File: src/rtl/rme_pkg.sv
`default_nettype none
// ============================================================================
// rme_pkg: shared types and constants for the Euler angle core
// Beat structs, the CORDIC angle table and output angle limits.
// ============================================================================
package rme_pkg;

    typedef struct packed {
        logic signed [15:0] right_x;
        logic signed [15:0] right_y;
        logic signed [15:0] right_z;
        logic signed [15:0] forward_x;
        logic signed [15:0] forward_y;
        logic signed [15:0] forward_z;
        logic signed [15:0] up_z;
    } t_in_beat;

    typedef struct packed {
        logic signed [15:0] angle_x;
        logic signed [15:0] angle_y;
        logic signed [15:0] angle_z;
        logic               not_unique;
    } t_out_beat;

    // Side information that travels with each beat through the pipeline.
    typedef struct packed {
        logic [1:0] mode;
    } t_side;

    localparam logic [1:0] MODE_NORMAL    = 2'd0;
    localparam logic [1:0] MODE_LOCK_UP   = 2'd1;
    localparam logic [1:0] MODE_LOCK_DOWN = 2'd2;

    localparam int TABLE_LEN = 24;
    // Angle accumulator: units of 2^-24 rad.
    localparam int ANG_W = 28;
    localparam logic signed [ANG_W-1:0] ANG_HALF_PI = 28'sd26353589;
    localparam logic signed [15:0] OUT_PI      = 16'sd25736;
    localparam logic signed [15:0] OUT_HALF_PI = 16'sd12868;
    localparam logic signed [15:0] Q14_ONE     = 16'sd16384;

    // Datapath width: operands are scaled by 2^16; growth stays below 2^34.
    localparam int DW = 36;

    function automatic logic signed [ANG_W-1:0] atan_entry(input logic [4:0] idx);
        logic signed [ANG_W-1:0] v;
        unique case (idx)
            5'd0:  v = 28'sd13176795;
            5'd1:  v = 28'sd7778716;
            5'd2:  v = 28'sd4110060;
            5'd3:  v = 28'sd2086331;
            5'd4:  v = 28'sd1047214;
            5'd5:  v = 28'sd524117;
            5'd6:  v = 28'sd262123;
            5'd7:  v = 28'sd131069;
            5'd8:  v = 28'sd65536;
            5'd9:  v = 28'sd32768;
            5'd10: v = 28'sd16384;
            5'd11: v = 28'sd8192;
            5'd12: v = 28'sd4096;
            5'd13: v = 28'sd2048;
            5'd14: v = 28'sd1024;
            5'd15: v = 28'sd512;
            5'd16: v = 28'sd256;
            5'd17: v = 28'sd128;
            5'd18: v = 28'sd64;
            5'd19: v = 28'sd32;
            5'd20: v = 28'sd16;
            5'd21: v = 28'sd8;
            5'd22: v = 28'sd4;
            5'd23: v = 28'sd2;
            default: v = '0;
        endcase
        return v;
    endfunction

endpackage : rme_pkg
`default_nettype wire

File: src/rtl/rme_sqrt_pipe.sv
`default_nettype none
// ============================================================================
// rme_sqrt_pipe: pipelined integer square root
// Floor square root of a 29-bit value, one result bit per stage, 15 stages.
// ============================================================================
module rme_sqrt_pipe
    import rme_pkg::*;
(
    input  wire logic        i_clk,
    input  wire logic        i_en,
    input  wire logic [28:0] i_val,
    output logic      [14:0] o_root
);
    localparam int STEPS = 15;

    // Trial squaring: each stage decides one root bit, high bit first.
    logic [28:0] r_rem  [STEPS];
    logic [14:0] r_root [STEPS];

    logic [28:0] n_rem  [STEPS];
    logic [14:0] n_root [STEPS];

    always_comb begin
        for (int s = 0; s < STEPS; s++) begin
            logic [28:0] rin;
            logic [14:0] qin;
            logic [14:0] trial;
            logic [29:0] sq;
            rin   = (s == 0) ? i_val : r_rem[s-1];
            qin   = (s == 0) ? 15'd0 : r_root[s-1];
            trial = qin | (15'd1 << (STEPS - 1 - s));
            sq    = {15'd0, trial} * {15'd0, trial};
            n_rem[s]  = rin;
            n_root[s] = (sq <= {1'b0, rin}) ? trial : qin;
        end
    end

    always_ff @(posedge i_clk) begin
        if (i_en) begin
            for (int s = 0; s < STEPS; s++) begin
                r_rem[s]  <= n_rem[s];
                r_root[s] <= n_root[s];
            end
        end
    end

    assign o_root = r_root[STEPS-1];
endmodule : rme_sqrt_pipe
`default_nettype wire

File: config.mk
export PLATFORM = sky130hd
export DESIGN_NAME = rme_sqrt_pipe
export DESIGN_NICKNAME = d
export VERILOG_FILES = /design/src/rtl/rme_pkg.sv /design/src/rtl/rme_sqrt_pipe.sv
export SDC_FILE = /design/constraint.sdc
export NUM_CORES = 2
export LEC_CHECK = 0
export CAP_MARGIN = 20
export CELL_PAD_IN_SITES_DETAIL_PLACEMENT = 1
export CELL_PAD_IN_SITES_GLOBAL_PLACEMENT = 1
export CORE_ASPECT_RATIO = 0.5
export CORE_MARGIN = 4
export CORE_UTILIZATION = 44
export CTS_CLUSTER_SIZE = 16
export DETAILED_ROUTE_END_ITERATION = 8
export DONT_BUFFER_PORTS = 1
export PLACE_DENSITY_LB_ADDON = 0.2
export SETUP_SLACK_MARGIN = 0.05
export SKIP_CTS_REPAIR_TIMING = 1
export SLEW_MARGIN = 10
export SYNTH_ARGS = -nofsm -noshare
export SYNTH_HDL_FRONTEND = slang
export SYNTH_SLANG_ARGS = --single-unit
File: constraint.sdc
create_clock -name i_clk -period 8.05 [get_ports i_clk]
set_input_delay 2.415 -clock i_clk [delete_from_list [all_inputs] [get_ports i_clk]]
set_output_delay 2.415 -clock i_clk [all_outputs]
set_load 0.01 [all_outputs]
[Word level (Yosys, flattened, before mapping)]
Memories as Yosys holds them, arrays and structs flattened.
Cells that the tools add are included.
Word-level totals
  bits in registers: 0
  bits in writable memories: 660
  input bits: 31
  output and inout bits: 15
  word-level logic and storage cells: 48
  memories: 2
Cells by class
  multipliers: 14
  order comparisons: 15
  mux-type cells: 17
Memories
  r_rem: depth 15, width 29, rd ports 14, clocked after Yosys merged registers in 0, write ports 15, line rme_sqrt_pipe.sv:17  | logic [28:0] r_rem [STEPS];
  r_root: depth 15, width 15, rd ports 15, clocked after Yosys merged registers in 0, write ports 15, line rme_sqrt_pipe.sv:18  | logic [14:0] r_root [STEPS];
Operators with widths (number)
  $le 30x29->1: 14
  $mul 15x15->30: 14
  $le 29x29->1 const A: 1
  $mux 15: 1
  $mux 14: 1
  $mux 13: 1
  $mux 12: 1
  $mux 11: 1
  $mux 10: 1
  $mux 9: 1
  $mux 8: 1
  $mux 7: 1
  $mux 6: 1
  $mux 5: 1
  $mux 4: 1
  $mux 1: 3
  $mux 3: 1
  $mux 2: 1

[Depth between registers and ports, before layout]
  word-level depth: 3
  gate-level depth with buffers: 35
  gate-level depth less buffers: 34

[Least setup slack after synthesis]
No wires, ideal clock.
  path kind: reg-to-reg
  from: memory r_root[12][3] (netlist: r_root[1][63])
  to: memory r_root[13][1] (netlist: r_root[1][76]) (data pin)
  library setup time: 0.138 ns
  arrival: 7.018 ns
  required time: 7.912 ns
  path slack: 0.894 ns
  stages on the path, launching flop included: 33
  buffers on the path: 1
  period minus slack after synthesis: 7.156 ns
  path through: edfxtp_1 clkbuf_1 and2_1 fa_1 inv_1 fa_1 inv_1 fa_1 fa_1 fa_1 inv_1 fa_1 inv_1 ha_1 nor2_1 nand2_1 o221ai_2 o211ai_2 a31oi_1 o21bai_1 a21o_1 a21oi_1 xnor2_1 ha_1 a21o_1 a21o_1 a21oi_1 nor2b_1 o21ai_0 nand2b_1 a221oi_1 a31oi_1 nor2_1
RTL lines (line)
  start: declaration: rme_sqrt_pipe.sv:18

==> impl_metrics.json <==
{
  "status": "complete, no violations",
  "synth_edf_count": 526,
  "ant_nets": 0,
  "relSlewSlack_pct": 3.08,
  "drcViolationCount": 0,
  "cts-htree-levels": 2,
  "worstMarginPinSlew_ps": 1450,
  "syn_to_final_growth_pct": 8.95,
  "max_freq_mhz": 129,
  "slew_violations": 0,
  "die_height_um": 258,
  "netlist_top_cells_area": "edfxtp_1 29%, fa_1 23%, ha_1 21%",
  "crit_buf_inv": 7,
  "drv_cap": 0,
  "grt_max_degree": 527,
  "final_hold_viol_count": 0,
  "io_buffers": 0,
  "grt_antenna_before_repair": 0,
  "path_clk_slew_ps": 70,
  "grt_pass1_vias": 40300,
  "post_drt_wl_per_cell_um": 19.3,
  "core_area_mm2": 0.124,
  "yosysTopAreaCell": "edfxtp_1",
  "crit_fanout": 6,
  "ys_warn_count": 0,
  "slowest_delay_ps": 620,
  "cpMaxStageDelayCell": "fa_2",
  "multiInputGateArea_mm2": 0.0348,
  "synth-seq-area-share_pct": 28.6,
  "totalWireLength_um": 133000,
  "drtPass1Iterations": 5,
  "min_path_type": "flop to flop",
  "diodes": 0,
  "initial_core_util_pct": 44.5,
  "dpl.cell_count": 6742,
  "synth_most_common_cell": "inv_1",
  "ff2ff_setup_slack_ps": 290,
  "rsz0062_at_grt": "true",
  "grt_pass1_wl_um": 218000,
  "drive_gt1_share_pct": 5.82,
  "fill_cells": 13400,
  "hpwl_um": 111000,
  "worstPathRequired_ps": 8510,
  "synth_area_mm2": 0.0552,
  "cts_tree": "done",
  "finalCriticalPeriod_ps": 7760,
  "root_buffer": "clkbuf_16",
  "synth.distinct_cells": 78,
  "vias": 35100,
  "worstSetupPathType": "flop to flop",
  "synth_fp_nets": 6645,
  "nets": 6781,
  "skew_ps": 33.0,
  "gp_congestion": 0.879,
  "netlist_instances": 5042,
  "synth_top_flop_cell": "edfxtp_1",
  "synth_commonest_cells": "1166 x inv_1, 937 x ha_1, 635 x fa_1, 526 x edfxtp_1, 268 x nand2_1",
  "grtUsageTotal_pct": 20.8,
  "num_rows": 91,
  "end_kind": "flop",
  "clock-sinks": 526,
  "synth_top_area_share_pct": 28.6,
  "critPathArrivalTime_ps": 8220,
  "reg2reg_from": "r_root[1][70]",
  "clock_latency_ps": 660,
  "die_area_mm2": 0.131,
  "r2r_cells": 31,
  "die_w_um": 509,
  "synthArstFlopShare_pct": 0,
  "ys_ff_latch": 526,
  "min_from": "r_rem[0][13]",
  "finalNonFillerCells": 6895,
  "syn_area_per_cell_um2": 10.9,
  "cp_top_family": "adder cells",
  "viasPerCell": 5.10,
  "worst_hold_path.endpoint": "r_rem[0][42]",
  "crit_path_start_kind": "flop",
  "cts_buffer_depth": 3,
  "ff_latch_area_mm2": 0.0158,
  "ioPinCount": 46,
  "layout_worst_path_cycle_share_pct": 96.5,
  "hold_depth": 0,
  "reg2reg_to": "r_root[1][76]",
  "grt-ovfl-total": 0,
  "numCtsBuffers": 52,
  "drt_iter0_drc": 1524,
  "setup_viol": 0
}
## area by class of cell
type                       instances  area share, %
clock buffer                      55           2.18
timing repair buffer             156           2.10
inverter                        1171           7.33
multi-input combinational       3271           57.8
sequential                       526           26.3
clock inverter                    42          0.764
tap                             1674           3.49
## cell families after synthesis
| family | synth area share, % |
|---|---|
| compound gates | 5.68 |
| xor+xnor | 3.70 |
| fa+ha+maj | 44.3 |
| buf+inv | 8.47 |
| flops | 28.6 |
| mux | 0.263 |
| simple gates | 8.95 |
## state kept, by name (all words and copies together), names as in the netlist
name and cells:
r_root 120, r_rem 406
## stage by stage
step                utilization, %  TNS (ps)  hold slack, ps  setup WS (ps)  area [µm²]
floorplan                        -         0             400            894       55200
global placement              46.6         0             403            144       57800
detailed placement            46.6         0             405           47.3       57800
CTS                           48.0     -31.2             419          -31.2       59500
global route                  48.5     -20.4             426          -20.4       60100
finish                        48.5         0             418            286       60100
## layer usage
metal,track usage (%),share of wire [%]
met4,4.02,1.9
met1,26.1,44
met5,0,0
met2,39.1,53
met3,2.03,1.9
## worst max path at each step
stage	start	to	cells past startpoint
after floorplan	r_root[1][63]	r_root[1][76]	32
after CTS	r_root[1][68]	r_root[1][76]	33
final	r_root[1][70]	r_root[1][76]	31
after global routing	r_root[1][70]	r_root[1][76]	31
after detailed placement	r_root[1][68]	r_root[1][76]	33
after global placement	r_root[1][88]	r_root[1][90]	26
## cells in the final DEF (no fill, tap or decap), drive strengths merged, types with 6 or more instances in the layout
cell type	netlist	layout
inv	1168	1174
ha	937	937
fa	635	635
edfxtp	526	526
nand2	269	269
and2	206	206
xnor2	193	193
nor2	190	190
buf	0	156
a21oi	140	140
a21o	100	100
o21ai	94	94
clkbuf	74	55
nor2b	51	51
nand3	45	45
nand4	41	41
xor2	40	40
nor4	40	40
nor3	38	38
clkinv	3	29
nand2b	27	27
o21a	21	21
a211oi	20	20
or2	18	18
and3	16	16
mux2	12	12
or3	10	10
o211ai	10	10
a31oi	9	9
o21bai	9	9
a21boi	9	9
o31ai	7	7
o41ai	7	7
bufinv	0	6
a221oi	6	6
Power is left out: the tool's default activity adds up to more than one toggle a clock period on the data nets, which glitch-free logic cannot reach.
