### config.mk
export PLATFORM = sky130hd
export DESIGN_NAME = rme_cordic_pipe
export DESIGN_NICKNAME = d
export VERILOG_FILES = /design/src/rtl/rme_pkg.sv /design/src/rtl/rme_cordic_pipe.sv
export SDC_FILE = /design/constraint.sdc
export NUM_CORES = 2
export LEC_CHECK = 0
export CORE_ASPECT_RATIO = 1.5
export CORE_MARGIN = 1.5
export CORE_UTILIZATION = 65
export DETAILED_ROUTE_END_ITERATION = 7
export DONT_BUFFER_PORTS = 1
export MAX_ROUTING_LAYER = met4
export PLACE_DENSITY_LB_ADDON = 0.3
export RECOVER_POWER = 50
export SYNTH_ARGS = -nofsm -noshare
export SYNTH_HDL_FRONTEND = slang
export SYNTH_SLANG_ARGS = --single-unit
export TNS_END_PERCENT = 30
### constraint.sdc
create_clock -name i_clk -period 14.8 [get_ports i_clk]
set_clock_uncertainty 0.05 [all_clocks]
set_input_delay 2.96 -clock i_clk [delete_from_list [all_inputs] [get_ports i_clk]]
set_output_delay 2.96 -clock i_clk [all_outputs]
set_load 0.01 [all_outputs]
### src/rtl/rme_pkg.sv
`default_nettype none
// ============================================================================
// rme_pkg: shared types and constants for the Euler angle core
// Beat structs, the CORDIC angle table and output angle limits.
// ============================================================================
package rme_pkg;

    typedef struct packed {
        logic signed [15:0] right_x;
        logic signed [15:0] right_y;
        logic signed [15:0] right_z;
        logic signed [15:0] forward_x;
        logic signed [15:0] forward_y;
        logic signed [15:0] forward_z;
        logic signed [15:0] up_z;
    } t_in_beat;

    typedef struct packed {
        logic signed [15:0] angle_x;
        logic signed [15:0] angle_y;
        logic signed [15:0] angle_z;
        logic               not_unique;
    } t_out_beat;

    // Side information that travels with each beat through the pipeline.
    typedef struct packed {
        logic [1:0] mode;
    } t_side;

    localparam logic [1:0] MODE_NORMAL    = 2'd0;
    localparam logic [1:0] MODE_LOCK_UP   = 2'd1;
    localparam logic [1:0] MODE_LOCK_DOWN = 2'd2;

    localparam int TABLE_LEN = 24;
    // Angle accumulator: units of 2^-24 rad.
    localparam int ANG_W = 28;
    localparam logic signed [ANG_W-1:0] ANG_HALF_PI = 28'sd26353589;
    localparam logic signed [15:0] OUT_PI      = 16'sd25736;
    localparam logic signed [15:0] OUT_HALF_PI = 16'sd12868;
    localparam logic signed [15:0] Q14_ONE     = 16'sd16384;

    // Datapath width: operands are scaled by 2^16; growth stays below 2^34.
    localparam int DW = 36;

    function automatic logic signed [ANG_W-1:0] atan_entry(input logic [4:0] idx);
        logic signed [ANG_W-1:0] v;
        unique case (idx)
            5'd0:  v = 28'sd13176795;
            5'd1:  v = 28'sd7778716;
            5'd2:  v = 28'sd4110060;
            5'd3:  v = 28'sd2086331;
            5'd4:  v = 28'sd1047214;
            5'd5:  v = 28'sd524117;
            5'd6:  v = 28'sd262123;
            5'd7:  v = 28'sd131069;
            5'd8:  v = 28'sd65536;
            5'd9:  v = 28'sd32768;
            5'd10: v = 28'sd16384;
            5'd11: v = 28'sd8192;
            5'd12: v = 28'sd4096;
            5'd13: v = 28'sd2048;
            5'd14: v = 28'sd1024;
            5'd15: v = 28'sd512;
            5'd16: v = 28'sd256;
            5'd17: v = 28'sd128;
            5'd18: v = 28'sd64;
            5'd19: v = 28'sd32;
            5'd20: v = 28'sd16;
            5'd21: v = 28'sd8;
            5'd22: v = 28'sd4;
            5'd23: v = 28'sd2;
            default: v = '0;
        endcase
        return v;
    endfunction

endpackage : rme_pkg
`default_nettype wire

### src/rtl/rme_cordic_pipe.sv
`default_nettype none
// ============================================================================
// rme_cordic_pipe: pipelined CORDIC vectoring unit
// Computes atan2(y, x) rounded to Q3.13 and saturated to +/-pi.
// ============================================================================
module rme_cordic_pipe
    import rme_pkg::*;
#(
    parameter int STAGES = 16
) (
    input  wire logic               i_clk,
    input  wire logic               i_en,
    input  wire logic signed [16:0] i_y,
    input  wire logic signed [16:0] i_x,
    output logic signed      [15:0] o_angle
);
    localparam int NS = (STAGES < TABLE_LEN) ? STAGES : TABLE_LEN;

    logic signed [DW-1:0]    r_x [NS+1];
    logic signed [DW-1:0]    r_y [NS+1];
    logic signed [ANG_W-1:0] r_z [NS+1];
    logic                    r_zero [NS+1];
    logic signed [15:0]      r_out;

    logic signed [DW-1:0]    n_x0, n_y0, xs, ys;
    logic signed [ANG_W-1:0] n_z0;
    logic signed [ANG_W:0]   zr;
    logic signed [ANG_W-11:0] zq;
    logic signed [15:0]      n_out;

    // Prerotation into the right half plane.
    always_comb begin
        xs = DW'(i_x) <<< 16;
        ys = DW'(i_y) <<< 16;
        n_x0 = xs;
        n_y0 = ys;
        n_z0 = '0;
        if (i_x < 0) begin
            if (i_y >= 0) begin
                n_x0 = ys;
                n_y0 = -xs;
                n_z0 = ANG_HALF_PI;
            end else begin
                n_x0 = -ys;
                n_y0 = xs;
                n_z0 = -ANG_HALF_PI;
            end
        end
    end

    always_ff @(posedge i_clk) begin
        if (i_en) begin
            r_x[0]    <= n_x0;
            r_y[0]    <= n_y0;
            r_z[0]    <= n_z0;
            r_zero[0] <= (i_x == 0) && (i_y == 0);
            for (int i = 0; i < NS; i++) begin
                if (r_y[i] >= 0) begin
                    r_x[i+1] <= r_x[i] + (r_y[i] >>> i);
                    r_y[i+1] <= r_y[i] - (r_x[i] >>> i);
                    r_z[i+1] <= r_z[i] + atan_entry(5'(i));
                end else begin
                    r_x[i+1] <= r_x[i] - (r_y[i] >>> i);
                    r_y[i+1] <= r_y[i] + (r_x[i] >>> i);
                    r_z[i+1] <= r_z[i] - atan_entry(5'(i));
                end
                r_zero[i+1] <= r_zero[i];
            end
            r_out <= n_out;
        end
    end

    // Round half up, then saturate.
    always_comb begin
        zr = (ANG_W+1)'(r_z[NS]) + (ANG_W+1)'(1024);
        zq = (ANG_W-10)'(zr >>> 11);
        if (r_zero[NS])
            n_out = '0;
        else if (zq > (ANG_W-10)'(OUT_PI))
            n_out = OUT_PI;
        else if (zq < -(ANG_W-10)'(OUT_PI))
            n_out = -OUT_PI;
        else
            n_out = 16'(zq);
    end

    assign o_angle = r_out;
endmodule : rme_cordic_pipe
`default_nettype wire
# --- Word level (Yosys, flattened, before mapping) ---
# Memory sizes are Yosys's and may differ from the RTL's.
# Cells that the tools add are included.
# W data, S select, Z words.
classes:
  addsub: 98
  muxes: 218
  bitwise: 48
  n_lt_le_gt_ge: 20
  n_reduce_logical: 5
ops:
  columns: ["operator", "count"]
  rows:
  - ["$mux W28", 82]
  - ["$mux W36", 36]
  - ["$ge A36 B1 Y1 const B", 16]
  - ["$add A28 B28 Y28", 16]
  - ["$sub A28 B28 Y28", 16]
  - ["$mux W1", 98]
  - ["$add A36 B21 Y36", 2]
  - ["$add A36 B22 Y36", 2]
  - ["$add A36 B23 Y36", 2]
  - ["$add A36 B24 Y36", 2]
  - ["$add A36 B25 Y36", 2]
  - ["$add A36 B26 Y36", 2]
  - ["$add A36 B27 Y36", 2]
  - ["$add A36 B28 Y36", 2]
  - ["$add A36 B29 Y36", 2]
  - ["$add A36 B30 Y36", 2]
  - ["$add A36 B31 Y36", 2]
  - ["$add A36 B32 Y36", 2]
  - ["$add A36 B33 Y36", 2]
  - ["$add A36 B34 Y36", 2]
  - ["$add A36 B35 Y36", 2]
  - ["$neg A33 Y36", 2]
  - ["$sub A36 B21 Y36", 2]
  - ["$sub A36 B22 Y36", 2]
  - ["other kinds (27)", 89]
totals:
  output_inout_bits: 16
  word_cells: 396
  n_memories: 4
  input_bits: 36
  regBits: 16
  ramBits: 1717
mem_list:
  columns: ["memory", "depth", "word_bits", "read_ports", "rd_ports_with_merged_regs", "wr", "line", "rtl"]
  rows:
  - ["r_x", 17, 36, 16, 0, 17, "rme_cordic_pipe.sv:19", "logic signed [DW-1:0] r_x [NS+1];"]
  - ["r_y", 17, 36, 16, 0, 17, "rme_cordic_pipe.sv:20", "logic signed [DW-1:0] r_y [NS+1];"]
  - ["r_z", 17, 28, 17, 0, 17, "rme_cordic_pipe.sv:21", "logic signed [ANG_W-1:0] r_z [NS+1];"]
  - ["r_zero", 17, 1, 17, 0, 17, "rme_cordic_pipe.sv:22", "logic r_zero [NS+1];"]

# --- Depth between registers and ports, before layout ---
# An unclocked memory read counts as a cell.
depth:
  depth_word: 6
  depth_mapped: 22

# --- Worst setup path before layout ---
# Ideal clock, no wire load.
synth_path:
  path_type: "input port to flip-flop"
  startpoint: "input port i_en"
  endpoint: "memory r_x[11][32], data pin"
  n_path_buf: 3
  required_time_ps: 14491
  path_stages: 19
  slack_ps: 7372
  arrival_ps: 7119
  path_cell_list: "clkbuf_1 buf_1 nand2_1 inv_1 clkbuf_1 nor2_1 xnor2_1 ha_1 a21oi_1 o21ai_1 o221a_2 a31oi_1 o31ai_4 a211oi_1 o41a_1 o211a_1 o31ai_1 a21oi_1 xnor2_1"
synth_rtl:
  columns: ["element", "line", "rtl"]
  rows:
  - ["start: declaration", "rme_cordic_pipe.sv:12", "input wire logic i_en,"]
  - ["end: declaration", "rme_cordic_pipe.sv:19", null]

==> impl_metrics.yaml <==
placement:
  dpl.hpwl_mm: 232
  port_buffers: 0
  placedCellCount: 13323
  dpl_cell_area_um2: 111000
  globalplace.congestion: 0.994
clock_network:
  clk_path_buf_depth: 3
  cts_buffers: 135
  htreeDepth: 4
  clk_latency_ps: 810
  post_cts_resized: 0
  tritoncts: "yes"
  postCtsSetupRepairBufs: 0
  cts-root-buf: "clkbuf_16"
  clock_sinks: 1309
  hold_buffers: 0
  clkTransAtPathRegs_ps: 60
floorplanning:
  rows: 183
  core_area_um2: 166000
  ios: 52
  die_h_um: 503
  die_area_um2: 169000
  die_x_um: 336
  initial_core_util: 0.654
detailed_routing:
  wl_mm: 294
  dr.pass1.iters: 6
  avgRoutedWirePerCell_um: 21.7
  via_count: 86673
  ant_nets: 0
  drc: 0
  drt_iter0_markers: 5549
  avgViaCountPerCell: 6.39
sta:
  fmax_mhz: 90.1
  setup_tns_ps: 0
  hold_viol_final: 0
  drv_slew: 617
  slew_headroom: -5.28
  fin_crit_sh: 0.750
  setup_viol: 0
  tightest_slew_ps: 9430
  rsz0062_at_grt: "no"
  min_period_ps: 11100
global_route:
  antenna_found_initial: 6
  track_usage: 0.352
  grt_pass1_wl_mm: 455
  grt_max_degree: 267
  grt-ovfl-total: 0
  grt_pass1_vias: 85817
logic_synthesis:
  synth.area.top_cells: "edfxtp_1, ha_1, xnor2_1"
  syn_area_per_cell_um2: 9.61
  synth_edf_count: 1309
  ys_ff_latch: 1309
  synth-async-reset-ratio: 0
  yosysWarnings: 0
  synth_cell_types: 113
  synth_ff_type: "edfxtp_1"
  yosys.area.top_type: "edfxtp_1"
  yosys.area.top_type_share: 0.363
  synth_area_um2: 108000
  synthCells: 11259
  ys_seq_area_frac: 0.363
critical_path:
  rr_endpoint: "r_y[3][35]"
  startpoint_type: "primary input"
  path_cells: "buf_16 > dlymetal6s4s_1"
  r2r_cells: 18
  cp_top_family: "buffers and inverters"
  worstPathArrival_ps: 11170
  cpPeakStageDelay_ps: 6280
  setup.worst_path.end_class: "register"
  crit_required_ps: 14860
  cp.buffers_inverters: 2
  reg2reg_from: "r_y[2][35]"
  cp_slowest_cell: "dlymetal6s4s_1"
  crit_type: "in2reg"
  worstPathMaxFanout: 245
  r2r_setup_slack_ps: 7470
outcome:
  violations: "max-capacitance violations, max-slew violations"
  status: "finished with violations"
final_layout:
  finalNetCount: 12520
  fin_cells: 13572
  design_area_um2: 115000
  final_core_util: 0.695
  area_growth_pct: 6.33
  fillCellCount: 12586
  drive_gt1_frac: 0.0365
flow_run:
  max_cap_violations: 9
min_path:
  whs_path_depth: 0
  worstHoldPathType: "reg2reg"
  hold_end: "r_z[12][10]"
  hp-start: "r_z[11][10]"
==> layout by cell type (no fill, tap or decap), types with 68 or more instances in the layout <==
master / netlist / routed
and3_1: 100 / 100
o21a_1: 141 / 141
nand3_1: 180 / 180
a211oi_1: 72 / 72
nand2b_1: 172 / 172
a31oi_1: 87 / 87
xnor2_1: 1073 / 1073
nor2b_1: 140 / 140
o21bai_1: 151 / 151
inv_1: 487 / 486
clkbuf_16: 0 / 138
nor4_1: 92 / 93
nor2_1: 935 / 935
nor3_1: 260 / 260
nand2_1: 701 / 702
and2_1: 70 / 68
o21ai_0: 654 / 654
or3_1: 98 / 98
edfxtp_1: 1309 / 1309
xor2_1: 587 / 587
o31ai_1: 136 / 136
a21oi_1: 1095 / 1095
a21o_1: 413 / 413
ha_1: 1206 / 1206
==> state kept, by name, indices dropped and copies added, names as in the netlist <==
signal,count
r_y,460
r_x,447
r_z,369
r_zero,17
o_angle,16
==> synth_stat cells (141+ instances only) <==
master	n
inv_1	487
o21bai_1	151
xnor2_1	1073
xor2_1	587
nor3_1	260
ha_1	1206
a21oi_1	1095
clkbuf_1	171
a21o_1	413
o21ai_0	654
edfxtp_1	1309
nand2_1	701
nand3_1	180
nor2_1	935
o21a_1	141
nand2b_1	172
==> cell families (layout without fill, tap and decap cells) <==
logic type      after synthesis  in the layout  share of synthesized area
mux                          49             49                    0.00473
xor+xnor                   1660           1660                      0.134
flops                      1309           1309                      0.363
other cells                   1              8                  0.0000347
fa+ha+maj                  1244           1244                      0.146
buf+inv                     691            777                     0.0241
simple gates               3023           3023                      0.135
compound gates             3282           3282                      0.192
==> final cells by class <==
| cell class | count | area (um^2) | area share |
|---|---|---|---|
| flip-flops and latches | 1309 | 39300 | 0.342 |
| clock buffers | 153 | 3510 | 0.0305 |
| multi-input cells | 9261 | 66300 | 0.576 |
| repair buffers | 41 | 375 | 0.00326 |
| clock inverters | 90 | 936 | 0.00813 |
| inverters | 493 | 1850 | 0.0161 |
| diodes | 5 | 12.5 | 0.000109 |
| well taps | 2220 | 2780 | 0.0241 |
==> through the flow <==
stage | hold slack, ps | setup WS (ps)
after CTS | 354 | 6500
final | 365 | 3700
after detailed placement | 356 | 5610
after global placement | 351 | 5710
after floorplan | 350 | 7370
after global routing | 360 | 3120
==> per-layer routing <==
layer / vias to the layer above / wire length [um] / share of wire / track usage
met5: - / 0 / 0 / -
met4: 0 / 29500 / 0.10 / 0.306
met3: 1220 / 12000 / 0.041 / 0.0429
met2: 2722 / 152000 / 0.52 / 0.631
met1: 41165 / 101000 / 0.34 / 0.332
li1: 41566 / - / - / -
==> worst max path at each step <==
stage               cells after the start  from           to  slack [ps]
floorplan                              19  i_en  r_x[11][32]        7370
CTS                                    17  i_en  r_y[15][35]        6500
global placement                       17  i_en  r_y[15][35]        5710
finish                                  2  i_en   r_x[3][16]        3700
global route                            2  i_en   r_x[3][16]        3120
detailed placement                     17  i_en  r_y[15][35]        5610
Power is left out: the tool's default activity adds up to more than one toggle a clock period on the data nets, which glitch-free logic cannot reach.
